## src/rtl/core/smbp_pkg.sv

```systemverilog
// Shared types and constants of the size-matched buffer pool.
// No dependencies; every other file in rtl/core refers to it by scoped names.
package smbp_pkg;

	localparam int POOL_DEPTH      = 16;
	localparam int IDX_W           = 4;
	localparam int CNT_W           = 5;
	localparam int DIM_BITS        = 16;
	localparam int HANDLE_BITS     = 16;
	localparam int BYTES_W         = 35;
	localparam int AGE_W           = 16;
	localparam int CTR_W           = 32;
	localparam int BUSY_W          = 16;
	localparam int BYTES_PER_PIXEL = 4;
	localparam int APB_ADDR_W      = 5;
	localparam int APB_DATA_W      = 64;

	localparam logic [AGE_W-1:0] AGE_MAX = '1;

	// request kinds
	typedef enum logic [1:0] {
		REQ_ACQUIRE = 2'd0,
		REQ_RELEASE = 2'd1,
		REQ_TICK    = 2'd2,
		REQ_CLEAR   = 2'd3
	} req_kind_t;

	// result codes
	typedef enum logic [2:0] {
		ST_REUSED    = 3'd0,
		ST_ALLOC     = 3'd1,
		ST_NO_TARGET = 3'd2,
		ST_STORED    = 3'd3,
		ST_DROPPED   = 3'd4,
		ST_IGNORED   = 3'd5,
		ST_TICKED    = 3'd6,
		ST_CLEARED   = 3'd7
	} rsp_status_t;

	// register indexes (byte address is 8 * index)
	typedef enum logic [1:0] {
		REG_MAX_ENTRIES    = 2'd0,
		REG_MAX_BYTES      = 2'd1,
		REG_DEVICE_PRESENT = 2'd2,
		REG_NONE           = 2'd3
	} reg_idx_t;

	typedef enum logic [2:0] {
		S_IDLE,
		S_DECODE,
		S_ACQ,
		S_REL,
		S_TICK,
		S_DONE
	} state_t;

	typedef enum logic [3:0] {
		CMD_NONE,
		CMD_LATCH,
		CMD_MUL,
		CMD_ACQ_HIT,
		CMD_ACQ_NEXT,
		CMD_ACQ_MISS,
		CMD_IGNORE,
		CMD_DROP,
		CMD_EVICT,
		CMD_STORE,
		CMD_AGE,
		CMD_TICK_DROP,
		CMD_TICK_NEXT,
		CMD_TICK_END,
		CMD_CLEAR
	} cmd_t;

	typedef struct packed {
		cmd_t op;
		logic out_load;
	} dp_cmd_t;

	typedef struct packed {
		req_kind_t kind;
		logic      rvalid;
		logic      scan_end;
		logic      match;
		logic      drop;
		logic      evict_need;
		logic      age_over;
	} dp_stat_t;

	typedef struct packed {
		logic [CNT_W-1:0]   max_entries;
		logic [BYTES_W-1:0] max_bytes;
		logic               device_present;
	} cfg_t;

endpackage

```

## src/rtl/core/smbp_if.sv

```systemverilog
// Request and result channel interfaces of the buffer pool.
// Depends on smbp_pkg for field widths.
interface smbp_req_if;
	logic                             valid;
	logic                             ready;
	logic [1:0]                       req_type;
	logic [smbp_pkg::DIM_BITS-1:0]    width;
	logic [smbp_pkg::DIM_BITS-1:0]    height;
	logic [smbp_pkg::HANDLE_BITS-1:0] handle;
	logic                             release_valid;
	logic [smbp_pkg::BUSY_W-1:0]      busy_mask;
	logic [smbp_pkg::AGE_W-1:0]       idle_limit;

	modport source (output valid, req_type, width, height, handle, release_valid,
		busy_mask, idle_limit, input ready);
	modport sink (input valid, req_type, width, height, handle, release_valid,
		busy_mask, idle_limit, output ready);
endinterface

interface smbp_rsp_if;
	logic                             valid;
	logic                             ready;
	logic [2:0]                       status;
	logic [smbp_pkg::HANDLE_BITS-1:0] out_handle;
	logic [smbp_pkg::CNT_W-1:0]       evicted_now;
	logic [smbp_pkg::CNT_W-1:0]       entries_held;
	logic [smbp_pkg::BYTES_W-1:0]     bytes_held;
	logic [smbp_pkg::CTR_W-1:0]       reuse_total;
	logic [smbp_pkg::CTR_W-1:0]       alloc_total;
	logic [smbp_pkg::CTR_W-1:0]       evict_total;

	modport source (output valid, status, out_handle, evicted_now, entries_held,
		bytes_held, reuse_total, alloc_total, evict_total, input ready);
	modport sink (input valid, status, out_handle, evicted_now, entries_held,
		bytes_held, reuse_total, alloc_total, evict_total, output ready);
endinterface

```

## src/rtl/core/smbp_cfg.sv

```systemverilog
// APB-style register file: count limit, byte budget, device present.
// Depends on smbp_pkg.
module smbp_cfg (
	input  logic                                 clk,
	input  logic                                 arst_n,
	input  logic                                 psel,
	input  logic                                 penable,
	input  logic                                 pwrite,
	input  logic [smbp_pkg::APB_ADDR_W-1:0]      paddr,
	input  logic [smbp_pkg::APB_DATA_W-1:0]      pwdata,
	output logic [smbp_pkg::APB_DATA_W-1:0]      prdata,
	output logic                                 pready,
	output smbp_pkg::cfg_t                       cfg
);

	smbp_pkg::cfg_t     cfg_q;
	smbp_pkg::reg_idx_t idx;
	logic               wr_en;

	assign pready = 1'b1;
	assign idx    = smbp_pkg::reg_idx_t'(paddr[4:3]);
	assign wr_en  = psel & penable & pwrite & pready & (paddr[2:0] == 3'd0);
	assign cfg    = cfg_q;

	// register writes
	always_ff @(posedge clk or negedge arst_n) begin
		if (!arst_n) begin
			cfg_q.max_entries    <= smbp_pkg::CNT_W'(smbp_pkg::POOL_DEPTH);
			cfg_q.max_bytes      <= smbp_pkg::BYTES_W'(64'd67108864);
			cfg_q.device_present <= 1'b1;
		end else if (wr_en) begin
			case (idx)
				smbp_pkg::REG_MAX_ENTRIES:    cfg_q.max_entries <= pwdata[smbp_pkg::CNT_W-1:0];
				smbp_pkg::REG_MAX_BYTES:      cfg_q.max_bytes <= pwdata[smbp_pkg::BYTES_W-1:0];
				smbp_pkg::REG_DEVICE_PRESENT: cfg_q.device_present <= pwdata[0];
				default: ;
			endcase
		end
	end

	// read mux
	always_comb begin
		prdata = '0;
		case (idx)
			smbp_pkg::REG_MAX_ENTRIES:    prdata = smbp_pkg::APB_DATA_W'(cfg_q.max_entries);
			smbp_pkg::REG_MAX_BYTES:      prdata = smbp_pkg::APB_DATA_W'(cfg_q.max_bytes);
			smbp_pkg::REG_DEVICE_PRESENT: prdata = smbp_pkg::APB_DATA_W'(cfg_q.device_present);
			default:                      prdata = '0;
		endcase
	end

endmodule

```

## src/rtl/core/smbp_ctrl.sv

```systemverilog
// Controller state machine: sequences scans, evictions and aging steps.
// Depends on smbp_pkg; drives the datapath by dp_cmd_t, reads dp_stat_t.
module smbp_ctrl (
	input  logic               clk,
	input  logic               arst_n,
	input  logic               in_valid,
	output logic               in_ready,
	output logic               out_valid,
	input  logic               out_ready,
	input  smbp_pkg::dp_stat_t stat,
	output smbp_pkg::dp_cmd_t  cmd
);

	smbp_pkg::state_t state_q, state_d;
	logic             out_valid_q;

	assign out_valid = out_valid_q;

	// state register and result-valid flag
	always_ff @(posedge clk or negedge arst_n) begin
		if (!arst_n) begin
			state_q     <= smbp_pkg::S_IDLE;
			out_valid_q <= 1'b0;
		end else begin
			state_q <= state_d;
			if (cmd.out_load)
				out_valid_q <= 1'b1;
			else if (out_ready)
				out_valid_q <= 1'b0;
		end
	end

	// next state and commands
	always_comb begin
		state_d      = state_q;
		cmd.op       = smbp_pkg::CMD_NONE;
		cmd.out_load = 1'b0;
		in_ready     = 1'b0;
		case (state_q)
			smbp_pkg::S_IDLE: begin
				in_ready = 1'b1;
				if (in_valid) begin
					cmd.op  = smbp_pkg::CMD_LATCH;
					state_d = smbp_pkg::S_DECODE;
				end
			end
			smbp_pkg::S_DECODE: begin
				case (stat.kind)
					smbp_pkg::REQ_ACQUIRE: state_d = smbp_pkg::S_ACQ;
					smbp_pkg::REQ_RELEASE: begin
						if (stat.rvalid) begin
							cmd.op  = smbp_pkg::CMD_MUL;
							state_d = smbp_pkg::S_REL;
						end else begin
							cmd.op  = smbp_pkg::CMD_IGNORE;
							state_d = smbp_pkg::S_DONE;
						end
					end
					smbp_pkg::REQ_TICK: begin
						cmd.op  = smbp_pkg::CMD_AGE;
						state_d = smbp_pkg::S_TICK;
					end
					default: begin
						cmd.op  = smbp_pkg::CMD_CLEAR;
						state_d = smbp_pkg::S_DONE;
					end
				endcase
			end
			smbp_pkg::S_ACQ: begin
				if (stat.scan_end) begin
					cmd.op  = smbp_pkg::CMD_ACQ_MISS;
					state_d = smbp_pkg::S_DONE;
				end else if (stat.match) begin
					cmd.op  = smbp_pkg::CMD_ACQ_HIT;
					state_d = smbp_pkg::S_DONE;
				end else begin
					cmd.op = smbp_pkg::CMD_ACQ_NEXT;
				end
			end
			smbp_pkg::S_REL: begin
				if (stat.drop) begin
					cmd.op  = smbp_pkg::CMD_DROP;
					state_d = smbp_pkg::S_DONE;
				end else if (stat.evict_need) begin
					cmd.op = smbp_pkg::CMD_EVICT;
				end else begin
					cmd.op  = smbp_pkg::CMD_STORE;
					state_d = smbp_pkg::S_DONE;
				end
			end
			smbp_pkg::S_TICK: begin
				if (stat.scan_end) begin
					cmd.op  = smbp_pkg::CMD_TICK_END;
					state_d = smbp_pkg::S_DONE;
				end else if (stat.age_over) begin
					cmd.op = smbp_pkg::CMD_TICK_DROP;
				end else begin
					cmd.op = smbp_pkg::CMD_TICK_NEXT;
				end
			end
			smbp_pkg::S_DONE: begin
				// hand the beat to the output register once it is free
				if (!out_valid_q || out_ready) begin
					cmd.out_load = 1'b1;
					state_d      = smbp_pkg::S_IDLE;
				end
			end
			default: state_d = smbp_pkg::S_IDLE;
		endcase
	end

endmodule

```

## src/rtl/core/smbp_dp.sv

```systemverilog
// Datapath: pool entries, byte estimate, counters and the result register.
// Depends on smbp_pkg; commanded by smbp_ctrl.
module smbp_dp (
	input  logic                                 clk,
	input  logic                                 arst_n,
	input  smbp_pkg::dp_cmd_t                    cmd,
	output smbp_pkg::dp_stat_t                   stat,
	input  smbp_pkg::cfg_t                       cfg,
	input  logic [1:0]                           in_req_type,
	input  logic [smbp_pkg::DIM_BITS-1:0]        in_width,
	input  logic [smbp_pkg::DIM_BITS-1:0]        in_height,
	input  logic [smbp_pkg::HANDLE_BITS-1:0]     in_handle,
	input  logic                                 in_release_valid,
	input  logic [smbp_pkg::BUSY_W-1:0]          in_busy_mask,
	input  logic [smbp_pkg::AGE_W-1:0]           in_idle_limit,
	output logic [2:0]                           status,
	output logic [smbp_pkg::HANDLE_BITS-1:0]     out_handle,
	output logic [smbp_pkg::CNT_W-1:0]           evicted_now,
	output logic [smbp_pkg::CNT_W-1:0]           entries_held,
	output logic [smbp_pkg::BYTES_W-1:0]         bytes_held,
	output logic [smbp_pkg::CTR_W-1:0]           reuse_total,
	output logic [smbp_pkg::CTR_W-1:0]           alloc_total,
	output logic [smbp_pkg::CTR_W-1:0]           evict_total
);

	localparam int D = smbp_pkg::POOL_DEPTH;

	// pool entries, oldest at position 0
	logic [smbp_pkg::DIM_BITS-1:0]    w_q  [D];
	logic [smbp_pkg::DIM_BITS-1:0]    h_q  [D];
	logic [smbp_pkg::BYTES_W-1:0]     b_q  [D];
	logic [smbp_pkg::HANDLE_BITS-1:0] hd_q [D];
	logic [smbp_pkg::AGE_W-1:0]       age_q[D];

	logic [smbp_pkg::CNT_W-1:0]   count_q;
	logic [smbp_pkg::BYTES_W-1:0] total_q;
	logic [smbp_pkg::CTR_W-1:0]   reuse_q, alloc_q, evict_q;

	// latched request
	smbp_pkg::req_kind_t              kind_q;
	logic [smbp_pkg::DIM_BITS-1:0]    rw_q, rh_q;
	logic [smbp_pkg::HANDLE_BITS-1:0] rhd_q;
	logic                             rvalid_q;
	logic [smbp_pkg::BUSY_W-1:0]      busy_q;
	logic [smbp_pkg::AGE_W-1:0]       limit_q;
	logic [smbp_pkg::BYTES_W-1:0]     est_q;
	logic [smbp_pkg::CNT_W-1:0]       idx_q;
	logic [smbp_pkg::CNT_W-1:0]       evicted_q;
	smbp_pkg::rsp_status_t            status_q;
	logic [smbp_pkg::HANDLE_BITS-1:0] ohandle_q;

	// result register
	logic [2:0]                       o_status_q;
	logic [smbp_pkg::HANDLE_BITS-1:0] o_handle_q;
	logic [smbp_pkg::CNT_W-1:0]       o_evicted_q, o_count_q;
	logic [smbp_pkg::BYTES_W-1:0]     o_total_q;
	logic [smbp_pkg::CTR_W-1:0]       o_reuse_q, o_alloc_q, o_evict_q;

	logic [smbp_pkg::IDX_W-1:0]   sidx;
	logic                         rm_en;
	logic [smbp_pkg::IDX_W-1:0]   rm_pos;
	logic [smbp_pkg::CNT_W-1:0]   lim;
	logic [smbp_pkg::BYTES_W-1:0] room;
	logic [2*smbp_pkg::DIM_BITS-1:0] prod;

	assign sidx   = idx_q[smbp_pkg::IDX_W-1:0];
	assign rm_en  = (cmd.op == smbp_pkg::CMD_ACQ_HIT) || (cmd.op == smbp_pkg::CMD_EVICT) ||
		(cmd.op == smbp_pkg::CMD_TICK_DROP);
	assign rm_pos = (cmd.op == smbp_pkg::CMD_EVICT) ? '0 : sidx;
	assign lim    = (cfg.max_entries > smbp_pkg::CNT_W'(D)) ? smbp_pkg::CNT_W'(D) :
		cfg.max_entries;
	assign room   = cfg.max_bytes - est_q;
	assign prod   = rw_q * rh_q;

	// status to controller
	always_comb begin
		stat.kind       = kind_q;
		stat.rvalid     = rvalid_q;
		stat.scan_end   = (idx_q >= count_q);
		stat.match      = (w_q[sidx] == rw_q) && (h_q[sidx] == rh_q) &&
			!(busy_q[sidx]);
		stat.drop       = (cfg.max_entries == '0) || (est_q == '0) ||
			(est_q > cfg.max_bytes);
		stat.evict_need = (count_q != '0) && ((count_q >= lim) || (total_q > room));
		stat.age_over   = (age_q[sidx] > limit_q);
	end

	// entry storage: shift-down removal, append, aging
	always_ff @(posedge clk) begin
		for (int i = 0; i < D; i++) begin
			if (rm_en && (smbp_pkg::IDX_W'(i) >= rm_pos) && (i < D - 1)) begin
				w_q[i]   <= w_q[i+1];
				h_q[i]   <= h_q[i+1];
				b_q[i]   <= b_q[i+1];
				hd_q[i]  <= hd_q[i+1];
				age_q[i] <= age_q[i+1];
			end
			if (cmd.op == smbp_pkg::CMD_AGE && age_q[i] != smbp_pkg::AGE_MAX)
				age_q[i] <= age_q[i] + 1'b1;
		end
		if (cmd.op == smbp_pkg::CMD_STORE) begin
			w_q[count_q[smbp_pkg::IDX_W-1:0]]   <= rw_q;
			h_q[count_q[smbp_pkg::IDX_W-1:0]]   <= rh_q;
			b_q[count_q[smbp_pkg::IDX_W-1:0]]   <= est_q;
			hd_q[count_q[smbp_pkg::IDX_W-1:0]]  <= rhd_q;
			age_q[count_q[smbp_pkg::IDX_W-1:0]] <= '0;
		end
	end

	// fill level, byte total and running counters
	always_ff @(posedge clk or negedge arst_n) begin
		if (!arst_n) begin
			count_q <= '0;
			total_q <= '0;
			reuse_q <= '0;
			alloc_q <= '0;
			evict_q <= '0;
		end else begin
			case (cmd.op)
				smbp_pkg::CMD_ACQ_HIT: begin
					count_q <= count_q - 1'b1;
					total_q <= total_q - b_q[sidx];
					reuse_q <= reuse_q + 1'b1;
				end
				smbp_pkg::CMD_ACQ_MISS: if (cfg.device_present) alloc_q <= alloc_q + 1'b1;
				smbp_pkg::CMD_DROP: evict_q <= evict_q + 1'b1;
				smbp_pkg::CMD_EVICT: begin
					count_q <= count_q - 1'b1;
					total_q <= total_q - b_q[0];
					evict_q <= evict_q + 1'b1;
				end
				smbp_pkg::CMD_STORE: begin
					count_q <= count_q + 1'b1;
					total_q <= total_q + est_q;
				end
				smbp_pkg::CMD_TICK_DROP: begin
					count_q <= count_q - 1'b1;
					total_q <= total_q - b_q[sidx];
					evict_q <= evict_q + 1'b1;
				end
				smbp_pkg::CMD_CLEAR: begin
					count_q <= '0;
					total_q <= '0;
				end
				default: ;
			endcase
		end
	end

	// per-request working registers
	always_ff @(posedge clk) begin
		case (cmd.op)
			smbp_pkg::CMD_LATCH: begin
				kind_q    <= smbp_pkg::req_kind_t'(in_req_type);
				rw_q      <= in_width;
				rh_q      <= in_height;
				rhd_q     <= in_handle;
				rvalid_q  <= in_release_valid;
				busy_q    <= in_busy_mask;
				limit_q   <= in_idle_limit;
				idx_q     <= '0;
				evicted_q <= '0;
				ohandle_q <= '0;
			end
			smbp_pkg::CMD_MUL:
				est_q <= smbp_pkg::BYTES_W'(prod) *
					smbp_pkg::BYTES_W'(smbp_pkg::BYTES_PER_PIXEL);
			smbp_pkg::CMD_ACQ_NEXT, smbp_pkg::CMD_TICK_NEXT: idx_q <= idx_q + 1'b1;
			smbp_pkg::CMD_ACQ_HIT: begin
				ohandle_q <= hd_q[sidx];
				status_q  <= smbp_pkg::ST_REUSED;
			end
			smbp_pkg::CMD_ACQ_MISS:
				status_q <= cfg.device_present ? smbp_pkg::ST_ALLOC : smbp_pkg::ST_NO_TARGET;
			smbp_pkg::CMD_IGNORE: status_q <= smbp_pkg::ST_IGNORED;
			smbp_pkg::CMD_DROP: begin
				status_q  <= smbp_pkg::ST_DROPPED;
				evicted_q <= smbp_pkg::CNT_W'(1);
			end
			smbp_pkg::CMD_EVICT, smbp_pkg::CMD_TICK_DROP: evicted_q <= evicted_q + 1'b1;
			smbp_pkg::CMD_STORE: status_q <= smbp_pkg::ST_STORED;
			smbp_pkg::CMD_TICK_END: status_q <= smbp_pkg::ST_TICKED;
			smbp_pkg::CMD_CLEAR: status_q <= smbp_pkg::ST_CLEARED;
			default: ;
		endcase
	end

	// result register, loaded once per request
	always_ff @(posedge clk) begin
		if (cmd.out_load) begin
			o_status_q  <= status_q;
			o_handle_q  <= ohandle_q;
			o_evicted_q <= evicted_q;
			o_count_q   <= count_q;
			o_total_q   <= total_q;
			o_reuse_q   <= reuse_q;
			o_alloc_q   <= alloc_q;
			o_evict_q   <= evict_q;
		end
	end

	assign status       = o_status_q;
	assign out_handle   = o_handle_q;
	assign evicted_now  = o_evicted_q;
	assign entries_held = o_count_q;
	assign bytes_held   = o_total_q;
	assign reuse_total  = o_reuse_q;
	assign alloc_total  = o_alloc_q;
	assign evict_total  = o_evict_q;

endmodule

```

## src/rtl/core/size_matched_buffer_pool.sv

```systemverilog
// Top level of the size-matched buffer pool.
// Depends on smbp_pkg, smbp_if, smbp_cfg, smbp_ctrl and smbp_dp.
//
// Usage:
//   req is a valid/ready channel carrying one request per beat: acquire,
//   release, age tick or clear. rsp returns exactly one result beat per
//   request, in order. The APB-style port sets the count limit, the byte
//   budget and device presence; write it only while the pool is idle.
// Sequencing:
//   A request is latched, decoded in the next cycle and then worked one
//   pool position per cycle by the controller: an acquire scans up to the
//   fill level (up to 16 positions), a release first computes the byte
//   estimate and then evicts from the oldest end as needed, a tick ages all
//   entries at once and then walks the list once. The result register is
//   then loaded once it is free, and the next request is taken as soon as
//   the previous one has reached the result register.
// Reset: the pool is empty, running counters are zero, limits return to
//   16 entries, 64 MiB and device present.
// Stall: a result waits in its register while rsp.ready is low; the next
//   request may already run and then waits at its end for the register.
module size_matched_buffer_pool (
	input  logic                                 clk,
	input  logic                                 arst_n,
	smbp_req_if.sink                             req,
	smbp_rsp_if.source                           rsp,
	input  logic                                 psel,
	input  logic                                 penable,
	input  logic                                 pwrite,
	input  logic [smbp_pkg::APB_ADDR_W-1:0]      paddr,
	input  logic [smbp_pkg::APB_DATA_W-1:0]      pwdata,
	output logic [smbp_pkg::APB_DATA_W-1:0]      prdata,
	output logic                                 pready
);

	smbp_pkg::cfg_t     cfg;
	smbp_pkg::dp_cmd_t  cmd;
	smbp_pkg::dp_stat_t stat;

	smbp_cfg u_cfg (
		.clk     (clk),
		.arst_n  (arst_n),
		.psel    (psel),
		.penable (penable),
		.pwrite  (pwrite),
		.paddr   (paddr),
		.pwdata  (pwdata),
		.prdata  (prdata),
		.pready  (pready),
		.cfg     (cfg)
	);

	smbp_ctrl u_ctrl (
		.clk       (clk),
		.arst_n    (arst_n),
		.in_valid  (req.valid),
		.in_ready  (req.ready),
		.out_valid (rsp.valid),
		.out_ready (rsp.ready),
		.stat      (stat),
		.cmd       (cmd)
	);

	smbp_dp u_dp (
		.clk              (clk),
		.arst_n           (arst_n),
		.cmd              (cmd),
		.stat             (stat),
		.cfg              (cfg),
		.in_req_type      (req.req_type),
		.in_width         (req.width),
		.in_height        (req.height),
		.in_handle        (req.handle),
		.in_release_valid (req.release_valid),
		.in_busy_mask     (req.busy_mask),
		.in_idle_limit    (req.idle_limit),
		.status           (rsp.status),
		.out_handle       (rsp.out_handle),
		.evicted_now      (rsp.evicted_now),
		.entries_held     (rsp.entries_held),
		.bytes_held       (rsp.bytes_held),
		.reuse_total      (rsp.reuse_total),
		.alloc_total      (rsp.alloc_total),
		.evict_total      (rsp.evict_total)
	);

endmodule
```

## src/flat_wrapper.sv

```systemverilog
// flat-port wrapper written by rule: the top's interface ports become plain ports
module size_matched_buffer_pool_flat 
  (clk, arst_n, psel, penable, pwrite, paddr, pwdata, prdata, pready, req_valid, req_req_type, req_width, req_height, req_handle, req_release_valid, req_busy_mask, req_idle_limit, req_ready, rsp_valid, rsp_status, rsp_out_handle, rsp_evicted_now, rsp_entries_held, rsp_bytes_held, rsp_reuse_total, rsp_alloc_total, rsp_evict_total, rsp_ready);
  smbp_req_if req_i ();
  smbp_rsp_if rsp_i ();
  input  logic clk;
  input  logic arst_n;
  input  logic psel;
  input  logic penable;
  input  logic pwrite;
  input  logic [smbp_pkg::APB_ADDR_W-1:0] paddr;
  input  logic [smbp_pkg::APB_DATA_W-1:0] pwdata;
  output logic [smbp_pkg::APB_DATA_W-1:0] prdata;
  output logic pready;
  input wire logic [$bits(req_i.valid)-1:0] req_valid;
  input wire logic [$bits(req_i.req_type)-1:0] req_req_type;
  input wire logic [$bits(req_i.width)-1:0] req_width;
  input wire logic [$bits(req_i.height)-1:0] req_height;
  input wire logic [$bits(req_i.handle)-1:0] req_handle;
  input wire logic [$bits(req_i.release_valid)-1:0] req_release_valid;
  input wire logic [$bits(req_i.busy_mask)-1:0] req_busy_mask;
  input wire logic [$bits(req_i.idle_limit)-1:0] req_idle_limit;
  output wire logic [$bits(req_i.ready)-1:0] req_ready;
  output wire logic [$bits(rsp_i.valid)-1:0] rsp_valid;
  output wire logic [$bits(rsp_i.status)-1:0] rsp_status;
  output wire logic [$bits(rsp_i.out_handle)-1:0] rsp_out_handle;
  output wire logic [$bits(rsp_i.evicted_now)-1:0] rsp_evicted_now;
  output wire logic [$bits(rsp_i.entries_held)-1:0] rsp_entries_held;
  output wire logic [$bits(rsp_i.bytes_held)-1:0] rsp_bytes_held;
  output wire logic [$bits(rsp_i.reuse_total)-1:0] rsp_reuse_total;
  output wire logic [$bits(rsp_i.alloc_total)-1:0] rsp_alloc_total;
  output wire logic [$bits(rsp_i.evict_total)-1:0] rsp_evict_total;
  input wire logic [$bits(rsp_i.ready)-1:0] rsp_ready;
  assign req_i.valid = req_valid;
  assign req_i.req_type = req_req_type;
  assign req_i.width = req_width;
  assign req_i.height = req_height;
  assign req_i.handle = req_handle;
  assign req_i.release_valid = req_release_valid;
  assign req_i.busy_mask = req_busy_mask;
  assign req_i.idle_limit = req_idle_limit;
  assign req_ready = req_i.ready;
  assign rsp_valid = rsp_i.valid;
  assign rsp_status = rsp_i.status;
  assign rsp_out_handle = rsp_i.out_handle;
  assign rsp_evicted_now = rsp_i.evicted_now;
  assign rsp_entries_held = rsp_i.entries_held;
  assign rsp_bytes_held = rsp_i.bytes_held;
  assign rsp_reuse_total = rsp_i.reuse_total;
  assign rsp_alloc_total = rsp_i.alloc_total;
  assign rsp_evict_total = rsp_i.evict_total;
  assign rsp_i.ready = rsp_ready;
  size_matched_buffer_pool u_core (.clk(clk), .arst_n(arst_n), .req(req_i), .rsp(rsp_i), .psel(psel), .penable(penable), .pwrite(pwrite), .paddr(paddr), .pwdata(pwdata), .prdata(prdata), .pready(pready));
endmodule
```

## config.mk

```make
export PLATFORM = sky130hd
export DESIGN_NAME = size_matched_buffer_pool_flat
export DESIGN_NICKNAME = d
export VERILOG_FILES = /design/src/rtl/core/smbp_pkg.sv /design/src/rtl/core/smbp_if.sv /design/src/rtl/core/smbp_cfg.sv /design/src/rtl/core/smbp_ctrl.sv /design/src/rtl/core/smbp_dp.sv /design/src/rtl/core/size_matched_buffer_pool.sv /design/src/flat_wrapper.sv
export SDC_FILE = /design/constraint.sdc
export NUM_CORES = 2
export LEC_CHECK = 0
export BUFFER_PORTS_ARGS = -buffer_cell sky130_fd_sc_hd__buf_2
export CELL_PAD_IN_SITES_DETAIL_PLACEMENT = 1
export CELL_PAD_IN_SITES_GLOBAL_PLACEMENT = 1
export CORE_ASPECT_RATIO = 0.7
export CORE_MARGIN = 2
export CORE_UTILIZATION = 48
export CTS_BUF_LIST = sky130_fd_sc_hd__clkbuf_2 sky130_fd_sc_hd__clkbuf_4 sky130_fd_sc_hd__clkbuf_8
export CTS_CLUSTER_SIZE = 28
export DETAILED_ROUTE_END_ITERATION = 7
export PLACE_DENSITY_LB_ADDON = 0.1
export SLEW_MARGIN = 0
export SYNTH_ARGS = -nofsm -noshare
export SYNTH_HDL_FRONTEND = slang
export SYNTH_HIERARCHICAL = 1
export SYNTH_SLANG_ARGS = --single-unit
export TNS_END_PERCENT = 5
```

## constraint.sdc

```tcl
create_clock -name clk -period 12.8 [get_ports clk]
set_clock_uncertainty 0.2 [all_clocks]
set_input_delay 2.56 -clock clk [delete_from_list [all_inputs] [get_ports clk]]
set_output_delay 2.56 -clock clk [all_outputs]
set_load 0.02 [all_outputs]
```

==> out/qor.csv <==
metric,value,unit
status,"finished, final reports clean",
fp.dieArea,234500,µm²
cts_num_sinks,2021,
firstDrtPassIters,8,
ys_seq_area_frac,0.5168,
routedWlPerCell,29.85,µm
die_width,577.9,µm
slowest_stage,ha_1,
synth_most_common_cell,nand2_1,
fmax,82.12,MHz
async_reset_ff_frac,0.08857,
vias_per_cell,6.327,
rsz0062_at_grt,no,
start_util,0.4826,
synth_top_family_by_area,multiplexers,
nets,10350,
drtIter0Drc,9317,
post_cts_buffers,0,
holdBufCountCts,0,
dp.final_hpwl,240900,µm
hold_viol,0,
maxCapViolations,0,
synthMuxAreaShare,0.1519,
critPathCaptureType,flip-flop,
period_needed,12.18,ns
crit_arrival,12.80,ns
synthDominantCellAreaShare,0.4292,
antenna_found_initial,16,
netlist_area,110700,µm²
drc,0,
post-route-period-util,0.9514,
cts_tree,done,
cts_root_buf,clkbuf_8,
ys_ff_latch,2021,
setup_tns,0,ns
area_growth,10.48,%
synth-compound-area-share,0.07440,
num_vias,82630,
yosysWarnings,6,
ant_nets,0,
gp_congestion,0.8765,
critical-path-max-stage-delay,0.50,ns
synthAdderAreaFrac,0.06412,
die_y,405.8,µm
cts_resized,0,
syn_inst,9490,
setup_violations,0,
worstSetupStartpoint,u_core/u_dp/est_q[4]$_DFFE_PN_,
crit_type,reg2reg,
max_slew_margin,0.05217,
grt_usage,0.3293,
synth_area_leader_cell,edfxtp_1,
routed_wl,389900,µm
htree_levels,5,
grt_pass1_wl,573000,µm
synthTopCellsByArea,"edfxtp_1 43%, mux4_2 8.4%, nand2_1 7.1%, mux2_2 5.1%, dfxtp_1 4.7%",
grt_max_degree,113,
worst_r2r_startpoint,u_core/u_dp/est_q[4]$_DFFE_PN_,
core_area,229400,µm²
drive_gt1_frac,0.2113,
num_io_pins,386,
rrSetupSlack,0.62,ns
synth_edf_count,1582,
overflow,0,
crit_fanout,20,
yosys-top-cells-count,"2081 x nand2_1, 1582 x edfxtp_1, 570 x o21ai_0, 501 x mux2_2, 487 x nor2_1",
rows,147,
clock_latency,1.03,ns
hold_class,reg2reg,
synth_simple_gate_area_share,0.1350,
io_buffers,324,
worstHoldStart,u_core/u_dp/ohandle_q[12]$_SDFFCE_PN0P_,
fillCellCount,23680,
clk_pin_slew,0.06,ns
synth.avg_cell_area,11.66,µm²
cts_buffers,332,
tightest_slew,1.420,ns
drv_slew,0,
synth.distinct_cells,99,
worstPathRequired,13.43,ns
synth_xor_area_frac,0.02105,
worst_setup_path_start_kind,flip-flop,
ys.flop_type,edfxtp_1,
grt_pass1_vias,85070,
cts.path.max_buffers,4,
==> worst max-delay path: cells and delay by family (launching register included) <==
kind	cells	cell delay (ns)
multiplexers	1	0.21
XOR/XNOR	2	0.32
adder cells (fa/ha/maj)	3	1.10
buffers and inverters	3	1.01
flip-flops	1	0.36
AND/OR/NAND/NOR	11	2.39
AO/OA/AOI/OAI	23	6.40
==> metal layers <==
metal  up-vias  routed length (µm)  track usage  share of wire
met3       690               35260      0.05152          0.090
met4         8               11120      0.09354          0.029
met1     42870              164500       0.4700           0.42
met5         -                  52            0        0.00013
met2      4118              179000       0.5218           0.46
li1      34950                   -            -              -
==> cells by family after synthesis <==
kind of cell / count (synthesis)
flip-flops: 2021
adder cells (fa/ha/maj): 449
other: 3
buffers and inverters: 964
multiplexers: 1072
AND/OR/NAND/NOR: 3415
XOR/XNOR: 266
AO/OA/AOI/OAI: 1300
==> stage by stage <==
step,worst slack (ns),util,instance area (µm²),hold slack (ns),cells
floorplan,0.07986,-,110800,0.2003,9519
global placement,0.7127,0.5043,115700,0.2047,12460
detailed placement,0.4899,0.5043,115700,0.2061,12460
CTS,0.4842,0.5329,122200,0.1688,13050
global route,0.06379,0.5331,122300,0.1827,13060
finish,0.6220,0.5331,122300,0.1849,13060
==> sequential cells by signal (all words and copies together) (netlist names), 33 cells and up, named ones only <==
register and cells:
u_core/u_dp/bytes_held 33, u_core/u_dp/hd_q 256, u_core/u_dp/b_q 512, u_core/u_dp/total_q 33, u_core/u_cfg/cfg 41, u_core/u_dp/age_q 256
u_core/u_dp/h_q 256, u_core/u_dp/w_q 256
==> layout make-up <==
class                      count  area [µm²]  area share
tap                         3054        3821     0.03125
sequential                  2021       57210      0.4679
timing repair buffer         528        3475     0.02842
inverter                     323        1216    0.009946
multi-input combinational   6535       49970      0.4087
clock inverter               115       768.2    0.006283
antenna                        7       17.52   0.0001433
clock buffer                 477        5796     0.04740
==> placed cells by master, fill, tap and decap left out, types with 37 or more instances in the layout <==
cell,count
nor3b_1,61
inv_1,292
nor4_1,41
buf_4,179
ha_1,252
and2_1,187
dfrtp_1,176
mux2i_1,119
dfxtp_1,256
nor3_1,63
a211oi_1,38
buf_2,323
a21o_1,90
nor2_1,471
nand3_1,118
and3_1,144
xor2_1,110
a21oi_1,178
clkbuf_4,123
nand2_1,2072
a222oi_1,37
mux4_2,411
a22oi_1,52
clkbuf_8,355
o21ai_0,564
xnor2_1,156
a221oi_1,124
mux2_2,501
edfxtp_1,1582
fa_1,197
nand4_1,80
clkinv_1,92
==> final timing paths <==
path                                                        end  cells past startpoint
setup / recovery            u_core/u_dp/total_q[33]$_DFFE_PN0P_                     43
hold / removal             u_core/u_dp/out_handle[12]$_DFFE_PP_                      0
setup reg to reg            u_core/u_dp/total_q[33]$_DFFE_PN0P_                     43
hold reg to reg            u_core/u_dp/out_handle[12]$_DFFE_PP_                      0
max in group asynchronous    u_core/u_dp/evict_q[1]$_DFFE_PN0P_                      2
min in group asynchronous   u_core/u_dp/total_q[29]$_DFFE_PN0P_                      1
Power is left out: the tool's default activity adds up to more than one toggle a clock period on the data nets, which glitch-free logic cannot reach.
